$ cat src/rtl/sql_keyword_tokenizer_unit_defines.svh
// Assertion macros shared by the tokenizer modules.
// Depends on the signals clk and arst_n being present in the using module.
`ifndef SQL_KEYWORD_TOKENIZER_UNIT_DEFINES_SVH
`define SQL_KEYWORD_TOKENIZER_UNIT_DEFINES_SVH
`ifndef SYNTHESIS
`define SKT_ASSERT_IMP(lbl, ante, cons, msg) \
	lbl: assert property (@(posedge clk) disable iff (!arst_n) (ante) |-> (cons)) \
		else $error(msg);
`define SKT_ASSERT_NXT(lbl, ante, cons, msg) \
	lbl: assert property (@(posedge clk) disable iff (!arst_n) (ante) |=> (cons)) \
		else $error(msg);
`else
`define SKT_ASSERT_IMP(lbl, ante, cons, msg)
`define SKT_ASSERT_NXT(lbl, ante, cons, msg)
`endif
`endif

$ cat src/rtl/skt_pkg.sv
// Shared types, token codes and keyword table for the SQL keyword tokenizer.
// No dependencies.
package skt_pkg;

	localparam int WORD_CHARS_DEF = 8;
	localparam int QUEUE_DEPTH = 4;
	localparam int NUM_KEYS = 15;

	localparam logic [4:0] TK_IDENT = 5'd15;
	localparam logic [4:0] TK_INT = 5'd16;
	localparam logic [4:0] TK_LPAREN = 5'd17;
	localparam logic [4:0] TK_RPAREN = 5'd18;
	localparam logic [4:0] TK_SEMI = 5'd19;
	localparam logic [4:0] TK_STAR = 5'd20;
	localparam logic [4:0] TK_COMMA = 5'd21;
	localparam logic [4:0] TK_END = 5'd22;
	localparam logic [4:0] TK_UNKNOWN = 5'd23;

	localparam logic [30:0] NUM_MAX = 31'h7FFF_FFFF;

	localparam logic [63:0] KEY_STR [NUM_KEYS] = '{
		64'("select"), 64'("create"), 64'("insert"), 64'("into"), 64'("table"),
		64'("values"), 64'("from"), 64'("int"), 64'("double"), 64'("varchar"),
		64'("using"), 64'("btree"), 64'("hash"), 64'("update"), 64'("where")
	};
	localparam logic [3:0] KEY_LEN [NUM_KEYS] = '{
		4'd6, 4'd6, 4'd6, 4'd4, 4'd5, 4'd6, 4'd4, 4'd3, 4'd6, 4'd7, 4'd5, 4'd5,
		4'd4, 4'd6, 4'd5
	};

	typedef struct packed {
		logic [4:0] kind;
		logic [63:0] text;
		logic [7:0] len;
		logic [30:0] val;
		logic sat;
	} token_t;

	typedef struct packed {
		token_t tok0;
		logic v0;
		token_t tok1;
		logic v1;
		logic fin;
	} bundle_t;

	typedef struct packed {
		logic full;
		logic empty;
	} q_stat_t;

	// Keyword text with its first character in the low byte.
	function automatic logic [63:0] key_packed(input int k);
		logic [63:0] res;
		int len;
		res = '0;
		len = int'(KEY_LEN[k]);
		for (int i = 0; i < 8; i++) begin
			if (i < len) begin
				res[8*i +: 8] = KEY_STR[k][8*(len-1-i) +: 8];
			end
		end
		return res;
	endfunction

	function automatic logic [4:0] match_kind(input logic [63:0] text, input logic [7:0] len);
		logic [4:0] kind;
		kind = TK_IDENT;
		for (int k = NUM_KEYS - 1; k >= 0; k--) begin
			if (len == {4'b0, KEY_LEN[k]} && text == key_packed(k)) begin
				kind = 5'(k);
			end
		end
		return kind;
	endfunction

endpackage

$ cat src/rtl/sql_keyword_tokenizer_unit.sv
// Top level of the SQL keyword tokenizer: front scanner, bundle queue, back serializer.
// Depends on skt_pkg, skt_front, skt_queue and skt_back.
//
// Channel  Handshake            Payload
// input    in_valid / in_ready  character, end_of_text
// output   out_valid/out_ready  token_kind, word_text, word_length, number_value,
//                               number_saturated, last_of_run
//
// A character is scanned in the cycle it is accepted; its tokens leave one per cycle
// while out_ready is high, through the bundle queue and then the output register.
// Sustained input rate is one character per cycle while out_ready stays high and
// characters make one token at most; two or three tokens of one byte leave in turn.
// The front stalls only when the four-entry bundle queue is full.
// Reset clears the scanner, the queue and the output valid.
module sql_keyword_tokenizer_unit import skt_pkg::*; #(
	parameter int WORD_CHARS = WORD_CHARS_DEF
) (
	input logic clk,
	input logic arst_n,
	input logic in_valid,
	output logic in_ready,
	input logic [7:0] character,
	input logic end_of_text,
	output logic out_valid,
	input logic out_ready,
	output logic [4:0] token_kind,
	output logic [63:0] word_text,
	output logic [7:0] word_length,
	output logic [30:0] number_value,
	output logic number_saturated,
	output logic last_of_run
);

	logic push, pop;
	bundle_t push_data, head;
	q_stat_t q_stat;

	skt_front #(
		.WORD_CHARS(WORD_CHARS)
	) u_front (
		.clk(clk),
		.arst_n(arst_n),
		.in_valid(in_valid),
		.in_ready(in_ready),
		.character(character),
		.end_of_text(end_of_text),
		.q_stat(q_stat),
		.push(push),
		.push_data(push_data)
	);

	skt_queue u_queue (
		.clk(clk),
		.arst_n(arst_n),
		.push(push),
		.push_data(push_data),
		.pop(pop),
		.head(head),
		.q_stat(q_stat)
	);

	skt_back u_back (
		.clk(clk),
		.arst_n(arst_n),
		.head(head),
		.q_stat(q_stat),
		.pop(pop),
		.out_valid(out_valid),
		.out_ready(out_ready),
		.token_kind(token_kind),
		.word_text(word_text),
		.word_length(word_length),
		.number_value(number_value),
		.number_saturated(number_saturated),
		.last_of_run(last_of_run)
	);

endmodule

$ cat src/rtl/skt_front.sv
// Front part: accepts characters, tracks the open word or number and
// classifies the bytes into a bundle of up to three tokens. Uses skt_pkg.
`include "sql_keyword_tokenizer_unit_defines.svh"
module skt_front import skt_pkg::*; #(
	parameter int WORD_CHARS = WORD_CHARS_DEF
) (
	input logic clk,
	input logic arst_n,
	input logic in_valid,
	output logic in_ready,
	input logic [7:0] character,
	input logic end_of_text,
	input q_stat_t q_stat,
	output logic push,
	output bundle_t push_data
);

	localparam int STORE = (WORD_CHARS < 8) ? WORD_CHARS : 8;
	localparam logic [1:0] MODE_IDLE = 2'd0;
	localparam logic [1:0] MODE_WORD = 2'd1;
	localparam logic [1:0] MODE_NUM = 2'd2;

	logic [1:0] mode_q, n_mode;
	logic [63:0] chars_q, n_chars, chars_add;
	logic [7:0] count_q, n_count, count_add;
	logic [30:0] acc_q, n_acc;
	logic over_q, n_over;

	logic [7:0] c;
	logic letter, digit, blank, cont_word, cont_num, flush1;
	logic [3:0] dig;
	logic [34:0] acc_ext, acc_next;
	bundle_t b;
	logic accept;

	always_comb begin
		c = character;
		if (c inside {["A":"Z"]}) begin
			c = c + 8'd32;
		end
		letter = c inside {["a":"z"]};
		digit = c inside {["0":"9"]};
		blank = (c == " ") || (c == 8'h09);
		dig = c[3:0];
		cont_word = (mode_q == MODE_WORD) && (letter || digit);
		cont_num = (mode_q == MODE_NUM) && digit;
		flush1 = !(cont_word || cont_num);

		acc_ext = {4'b0, acc_q};
		acc_next = (acc_ext << 3) + (acc_ext << 1) + {31'b0, dig};

		chars_add = chars_q;
		for (int i = 0; i < 8; i++) begin
			if (i < STORE && count_q == 8'(i)) begin
				chars_add[8*i +: 8] = c;
			end
		end
		count_add = (count_q == 8'hFF) ? count_q : count_q + 8'd1;

		n_mode = mode_q;
		n_chars = chars_q;
		n_count = count_q;
		n_acc = acc_q;
		n_over = over_q;
		if (cont_word) begin
			n_chars = chars_add;
			n_count = count_add;
		end else if (cont_num) begin
			if (acc_next > {4'b0, NUM_MAX}) begin
				n_acc = NUM_MAX;
				n_over = 1'b1;
			end else begin
				n_acc = acc_next[30:0];
			end
		end else begin
			n_mode = MODE_IDLE;
			n_chars = '0;
			n_count = '0;
			n_acc = '0;
			n_over = 1'b0;
			if (letter) begin
				n_mode = MODE_WORD;
				n_chars = {56'b0, c};
				n_count = 8'd1;
			end else if (digit) begin
				n_mode = MODE_NUM;
				n_acc = {27'b0, dig};
			end
		end

		b = '0;
		b.v0 = flush1 && (mode_q != MODE_IDLE);
		if (mode_q == MODE_WORD) begin
			b.tok0.kind = match_kind(chars_q, count_q);
			b.tok0.text = chars_q;
			b.tok0.len = count_q;
		end else begin
			b.tok0.kind = TK_INT;
			b.tok0.val = acc_q;
			b.tok0.sat = over_q;
		end

		if (end_of_text && n_mode == MODE_WORD) begin
			b.v1 = 1'b1;
			b.tok1.kind = match_kind(n_chars, n_count);
			b.tok1.text = n_chars;
			b.tok1.len = n_count;
		end else if (end_of_text && n_mode == MODE_NUM) begin
			b.v1 = 1'b1;
			b.tok1.kind = TK_INT;
			b.tok1.val = n_acc;
			b.tok1.sat = n_over;
		end else if (flush1 && !letter && !digit && !blank) begin
			b.v1 = 1'b1;
			case (c)
				"(": b.tok1.kind = TK_LPAREN;
				")": b.tok1.kind = TK_RPAREN;
				";": b.tok1.kind = TK_SEMI;
				"*": b.tok1.kind = TK_STAR;
				",": b.tok1.kind = TK_COMMA;
				default: b.tok1.kind = TK_UNKNOWN;
			endcase
		end
		b.fin = end_of_text;
	end

	assign in_ready = !q_stat.full;
	assign accept = in_valid && in_ready;
	assign push = accept && (b.v0 || b.v1 || b.fin);
	assign push_data = b;

	always_ff @(posedge clk or negedge arst_n) begin
		if (!arst_n) begin
			mode_q <= MODE_IDLE;
			chars_q <= '0;
			count_q <= '0;
			acc_q <= '0;
			over_q <= 1'b0;
		end else if (accept) begin
			if (end_of_text) begin
				mode_q <= MODE_IDLE;
				chars_q <= '0;
				count_q <= '0;
				acc_q <= '0;
				over_q <= 1'b0;
			end else begin
				mode_q <= n_mode;
				chars_q <= n_chars;
				count_q <= n_count;
				acc_q <= n_acc;
				over_q <= n_over;
			end
		end
	end

	`SKT_ASSERT_NXT(a_end_clears, accept && end_of_text, mode_q == MODE_IDLE && count_q == 8'd0 && acc_q == 31'd0, "Scanner state not cleared after final character.")
	`SKT_ASSERT_IMP(a_idle_empty, mode_q == MODE_IDLE, count_q == 8'd0 && acc_q == 31'd0 && !over_q, "Idle scanner holds stale word or number state.")

endmodule

$ cat src/rtl/skt_queue.sv
// Short queue of token bundles between the front and back parts.
// Uses skt_pkg for the bundle type and depth.
`include "sql_keyword_tokenizer_unit_defines.svh"
module skt_queue import skt_pkg::*; (
	input logic clk,
	input logic arst_n,
	input logic push,
	input bundle_t push_data,
	input logic pop,
	output bundle_t head,
	output q_stat_t q_stat
);

	localparam int PW = (QUEUE_DEPTH > 1) ? $clog2(QUEUE_DEPTH) : 1;
	localparam int CW = $clog2(QUEUE_DEPTH + 1);
	localparam logic [PW-1:0] LAST_PTR = PW'(QUEUE_DEPTH - 1);
	localparam logic [CW-1:0] FULL_CNT = CW'(QUEUE_DEPTH);

	bundle_t slot_q [QUEUE_DEPTH];
	logic [PW-1:0] wr_ptr_q, rd_ptr_q;
	logic [CW-1:0] cnt_q;

	assign head = slot_q[rd_ptr_q];
	assign q_stat.full = (cnt_q == FULL_CNT);
	assign q_stat.empty = (cnt_q == '0);

	always_ff @(posedge clk) begin
		if (push) begin
			slot_q[wr_ptr_q] <= push_data;
		end
	end

	always_ff @(posedge clk or negedge arst_n) begin
		if (!arst_n) begin
			wr_ptr_q <= '0;
			rd_ptr_q <= '0;
			cnt_q <= '0;
		end else begin
			if (push) begin
				wr_ptr_q <= (wr_ptr_q == LAST_PTR) ? '0 : wr_ptr_q + PW'(1);
			end
			if (pop) begin
				rd_ptr_q <= (rd_ptr_q == LAST_PTR) ? '0 : rd_ptr_q + PW'(1);
			end
			if (push && !pop) begin
				cnt_q <= cnt_q + CW'(1);
			end else if (pop && !push) begin
				cnt_q <= cnt_q - CW'(1);
			end
		end
	end

	`SKT_ASSERT_IMP(a_no_overflow, push, !q_stat.full, "Bundle written into a full queue.")
	`SKT_ASSERT_IMP(a_no_underflow, pop, !q_stat.empty, "Bundle taken from an empty queue.")

endmodule

$ cat src/rtl/skt_back.sv
// Back part: walks the head bundle token by token into the output register.
// Uses skt_pkg for the token and bundle types.
`include "sql_keyword_tokenizer_unit_defines.svh"
module skt_back import skt_pkg::*; (
	input logic clk,
	input logic arst_n,
	input bundle_t head,
	input q_stat_t q_stat,
	output logic pop,
	output logic out_valid,
	input logic out_ready,
	output logic [4:0] token_kind,
	output logic [63:0] word_text,
	output logic [7:0] word_length,
	output logic [30:0] number_value,
	output logic number_saturated,
	output logic last_of_run
);

	logic [2:0] sent_q, avail, pend, sel;
	logic head_valid, load, is_last;
	token_t tok;
	token_t tok_q;
	logic valid_q, last_q;

	always_comb begin
		head_valid = !q_stat.empty;
		avail = {head.fin, head.v1, head.v0};
		pend = avail & ~sent_q;
		tok = '0;
		tok.kind = TK_END;
		if (pend[0]) begin
			sel = 3'b001;
			tok = head.tok0;
		end else if (pend[1]) begin
			sel = 3'b010;
			tok = head.tok1;
		end else begin
			sel = 3'b100;
		end
		is_last = (pend & ~sel) == 3'b000;
		load = head_valid && (!valid_q || out_ready);
	end

	assign pop = load && is_last;

	always_ff @(posedge clk or negedge arst_n) begin
		if (!arst_n) begin
			valid_q <= 1'b0;
			sent_q <= '0;
		end else begin
			if (load) begin
				valid_q <= 1'b1;
				sent_q <= is_last ? 3'b000 : (sent_q | sel);
			end else if (out_ready) begin
				valid_q <= 1'b0;
			end
		end
	end

	always_ff @(posedge clk) begin
		if (load) begin
			tok_q <= tok;
			last_q <= is_last;
		end
	end

	assign out_valid = valid_q;
	assign token_kind = tok_q.kind;
	assign word_text = tok_q.text;
	assign word_length = tok_q.len;
	assign number_value = tok_q.val;
	assign number_saturated = tok_q.sat;
	assign last_of_run = last_q;

	`SKT_ASSERT_IMP(a_sent_subset, head_valid, (sent_q & ~avail) == 3'b000, "Sent mask marks a token the head bundle lacks.")
	`SKT_ASSERT_IMP(a_sent_clear, !head_valid, sent_q == 3'b000, "Sent mask not clear while the queue is empty.")

endmodule

$ cat config.mk
export PLATFORM = sky130hd
export DESIGN_NAME = sql_keyword_tokenizer_unit
export DESIGN_NICKNAME = d
export VERILOG_FILES = /design/src/rtl/skt_pkg.sv /design/src/rtl/sql_keyword_tokenizer_unit.sv /design/src/rtl/skt_front.sv /design/src/rtl/skt_queue.sv /design/src/rtl/skt_back.sv
export VERILOG_INCLUDE_DIRS = /design/src /design/src/rtl
export SDC_FILE = /design/constraint.sdc
export NUM_CORES = 1
export LEC_CHECK = 0
export ABC_AREA = 1
export BUFFER_PORTS_ARGS = -buffer_cell sky130_fd_sc_hd__buf_2
export CAP_MARGIN = 10
export CELL_PAD_IN_SITES_DETAIL_PLACEMENT = 0
export CELL_PAD_IN_SITES_GLOBAL_PLACEMENT = 1
export CORE_UTILIZATION = 41
export DETAILED_ROUTE_END_ITERATION = 16
export PLACE_DENSITY = 0.74
export SLEW_MARGIN = 20
export SYNTH_ARGS = -nofsm -noshare
export SYNTH_HDL_FRONTEND = slang
export SYNTH_SLANG_ARGS = --single-unit
$ cat constraint.sdc
create_clock -name clk -period 36.8 [get_ports clk]
set_input_delay 3.68 -clock clk [delete_from_list [all_inputs] [get_ports clk]]
set_output_delay 3.68 -clock clk [all_outputs]
set_load 0.05 [all_outputs]
==> run summary <==
================================================================================
Outcome                                                                completed
Maximum Capacitance Violations                                                 0
Seq cells post-synth                                                        1111
Fraction of power consumed by the clock network                            26.7%
Area of the die                                                       123600 um2
Detailed Route Iter0 Violations                                             3573
Post-CTS setup buffers                                                         0
Internal power                                                          2.666 mW
Synthesized-area fraction occupied by adder cells                         1.918%
Final period util                                                         29.26%
Worst Hold Class                                                    flip-flop to flip-flop
Global placement routability congestion                                    1.031
Final worst slack                                                       26.03 ns
Total length of routed wires                                           146000 um
Gate power share                                                           31.8%
Most frequently used cell type in the post-synthesis netlist            edfxtp_1
Final HPWL DP                                                           92060 um
Critical Path End Type                                                 flip-flop
CTS tree                                                                    done
DIE WIDTH                                                               351.5 um
Average routed wire per standard cell                                   23.08 um
Buffer and inverter count on the worst path                                    7
Data arrival time of the critical path                                  11.09 ns
Area taken by flip-flops and latches                                   32780 um2
Global-route wire length before repair                                 218200 um
PwrDens                                                             75.81 nW/um2
Grt ovf                                                                        0
Area fraction in compound gates after synthesis                           12.34%
Cell breakdown of the critical path                                 buf_2 -> nand2_1 -> nand2_4 -> clkinv_1 -> nand4_4 -> nand2_4 -> nand2_8 -> inv_2 -> nor2_1 -> inv_1 -> a21oi_1 -> nor3_1 -> nor2_1 -> inv_1 -> nor2_4 -> buf_4 -> buf_4
Number of routed nets with antenna violations                                  0
Number of buffer cells added on primary ports                                124
Share of synthesized area spent on multiplexers                               0%
Most common library cells after synthesis                           edfxtp_1 (994), nor2_1 (864), o21ai_0 (528)
Maximum number of pins on one net before global-route repair                 178
Gr usage total                                                            23.39%
Fraction of final layout cells with drive strength greater than 1         9.145%
Hold Vio Cnt, Final                                                            0
Post-Synthesis Cells                                                        4590
Layout Skew                                                           0.02416 ns
Number of placement rows                                                     127
Combined area of all synthesized cells                                 50090 um2
Standby leakage power                                                   20.08 nW
Yosys cell types                                                              62
Largest family of logic cells by synthesized area                   simple AND/OR/NAND/NOR gates
Main area contributors after synthesis                              edfxtp_1 (60%), nor2_1 (6.5%), dfrtp_1 (5.8%), o21ai_0 (5.3%), o22ai_1 (4.0%)
H-tree levels                                                                  3
# clock sinks                                                               1111
Final total negative setup slack                                            0 ns
WP data required                                                        37.12 ns
Highest net fanout along the worst path                                       70
Die Ht                                                                  351.5 um
Unrepaired setup endpoints after global routing                            false
Final count of pins violating max slew                                         0
Vias per inst                                                              5.674
Area of combinational cells with multiple inputs                       15120 um2
Number of enable-type register cells in the synthesized netlist              994
Warnings, synthesis                                                            0
Final-layout fill cell count                                               11062
Residual DRC count                                                             0
Instance count after placement with tap cells included                      6105
Pre-antenna DRT Iters                                                          5
NetSw                                                                   1.561 mW
Simple-gate portion of the synthesized area                               15.12%
Final number of setup-violating endpoints                                      0
Largest area contributor in the netlist                                 edfxtp_1
Clock tree buffer depth                                                        3
Crit-path leading delay family                                      buffers and inverters
Core area                                                             120600 um2
Number of nets in the layout                                                4700
Post-cts repair resize count                                                   0
Launching element type of the critical path                            input pin
Category of the critical setup timing path                          input pin to flip-flop
Number of nets in the synthesized netlist                                   4678
Part of the Yosys area used for sequential elements                       65.44%
Antenna violations before repair                                               9
Final critical-path required period                                     10.77 ns
Xor/xnor share of the synthesized area                                   0.6645%
Starting utilization of the core area                                     41.53%
Cts-stage hold buffer count                                                    0
Switching part of the total                                               36.93%
Number of cells in the finished layout apart from fillers                   6327
Post-synthesis async set-or-reset flop share                              10.53%
Per-instance average area after synthesis                              10.91 um2
Area share of the leading cell type in the synthesized netlist            59.59%
Clock insertion delay at the later pin of the skew report                0.72 ns
Layout overhead on the synthesized area                                   11.33%
Number of buffers inserted during clock tree synthesis                       116
Sequential fraction of design power                                        41.5%
Minimum setup slack after placement                                     25.17 ns
Number of placed I/O pins                                                    125
Maximum clock rate                                                     92.86 MHz
Library cell used as clock root buffer                                 clkbuf_16
End-of-flow core utilization                                              46.24%
Routed vias                                                                35897
Relative slew margins                                                     30.87%
IR drop worst, VDD                                                    0.08238 mV
Worst stage delay on the critical path                                   0.81 ns
Least-Margin Pin Slew                                                   1.037 ns
Slowest library cell on the worst path                                     buf_4
Clock-pin transition on the worst setup and hold timing paths            0.06 ns
Predominant post-synthesis flop cell                                    edfxtp_1
Via count of the first global-routing pass                                 34124
================================================================================
state kept, by name, summed over array words and instances (netlist names), 3 cells and up:
register	count
u_queue.slot_q	884
u_back.word_text	64
u_front.chars_q	64
u_back.number_value	31
u_front.acc_q	31
u_back.word_length	8
u_front.count_q	8
u_back.token_kind	5
u_back.sent_q	3
u_queue.cnt_q	3
final cells by class:
type	instances	share of cell area (%)
clock inverter	65	1.001
timing repair buffer	172	1.851
inverter	304	2.078
antenna	2	0.008975
multi-input combinational	2907	27.12
sequential	1111	58.79
clock buffer	154	5.535
tap	1612	3.617
cells in the final DEF, fill, tap and decap left out, types with 17 or more instances in the layout:
master	n
o21ai_0	528
nor2_1	857
a21oi_1	48
edfxtp_1	994
o22ai_1	319
clkbuf_1	35
a22o_1	106
dfrtp_1	115
clkbuf_16	117
nand4_1	58
clkinv_1	27
xor2_1	28
inv_1	283
nor4_1	36
nand2_2	17
nand2_1	433
nand3_1	213
ha_1	72
nand3b_1	20
buf_2	123
clkinv_2	21
buf_4	45
nor3_1	45
through the flow:
| stage | cell area, um2 | total power [mW] | hold WS, ns |
|---|---|---|---|
| detailed placement | 52090 | 3.136 | 0.5244 |
| global placement | 52080 | 3.122 | 0.5217 |
| finish | 55760 | 4.227 | 0.5408 |
| CTS | 55730 | 4.265 | 0.5390 |
| global route | 55760 | 4.427 | 0.5527 |
| floorplan | 50090 | 2.775 | 0.4994 |
cell families after synthesis:
kind of cell             count (synthesis)
adder cells (fa/ha/maj)                 75
flip-flops                            1111
AND/OR/NAND/NOR                       1745
XOR/XNOR                                38
AO/OA/AOI/OAI                         1049
buffers and inverters                  572
power groups by stage:
stage	logic, mW	clock network [mW]	registers [mW]
after floorplan	0.717	0	2.06
after global placement	1.35	0	1.78
after detailed placement	1.36	0	1.78
after CTS	1.36	1.15	1.76
after global routing	1.46	1.20	1.78
final	1.34	1.13	1.75
per-layer routing:
metal	routed length, um	track usage, %	part of all wire (%)	vias to the layer above
li1	-	-	-	16565
met1	66920	34.34	46	17907
met2	66220	36.18	45	1195
met3	9080	3.349	6.2	218
met4	3726	6.327	2.6	12
met5	86	0	0.059	-
worst paths after layout:
kind / start / depth (start not counted) / slack [ns] / end
max: character[1] / 17 / 26.03 / u_queue.slot_q[2][76]
min: u_back.sent_q[2] / 1 / 0.54 / u_back.sent_q[2]
max reg2reg: u_front.mode_q[0] / 13 / 30.81 / u_queue.slot_q[2][76]
min reg2reg: u_back.sent_q[2] / 1 / 0.54 / u_back.sent_q[2]
max in group asynchronous: arst_n / 2 / 32.45 / u_front.chars_q[12]
min in group asynchronous: arst_n / 1 / 2.99 / u_back.sent_q[2]
(Power assumes the default switching activity.)
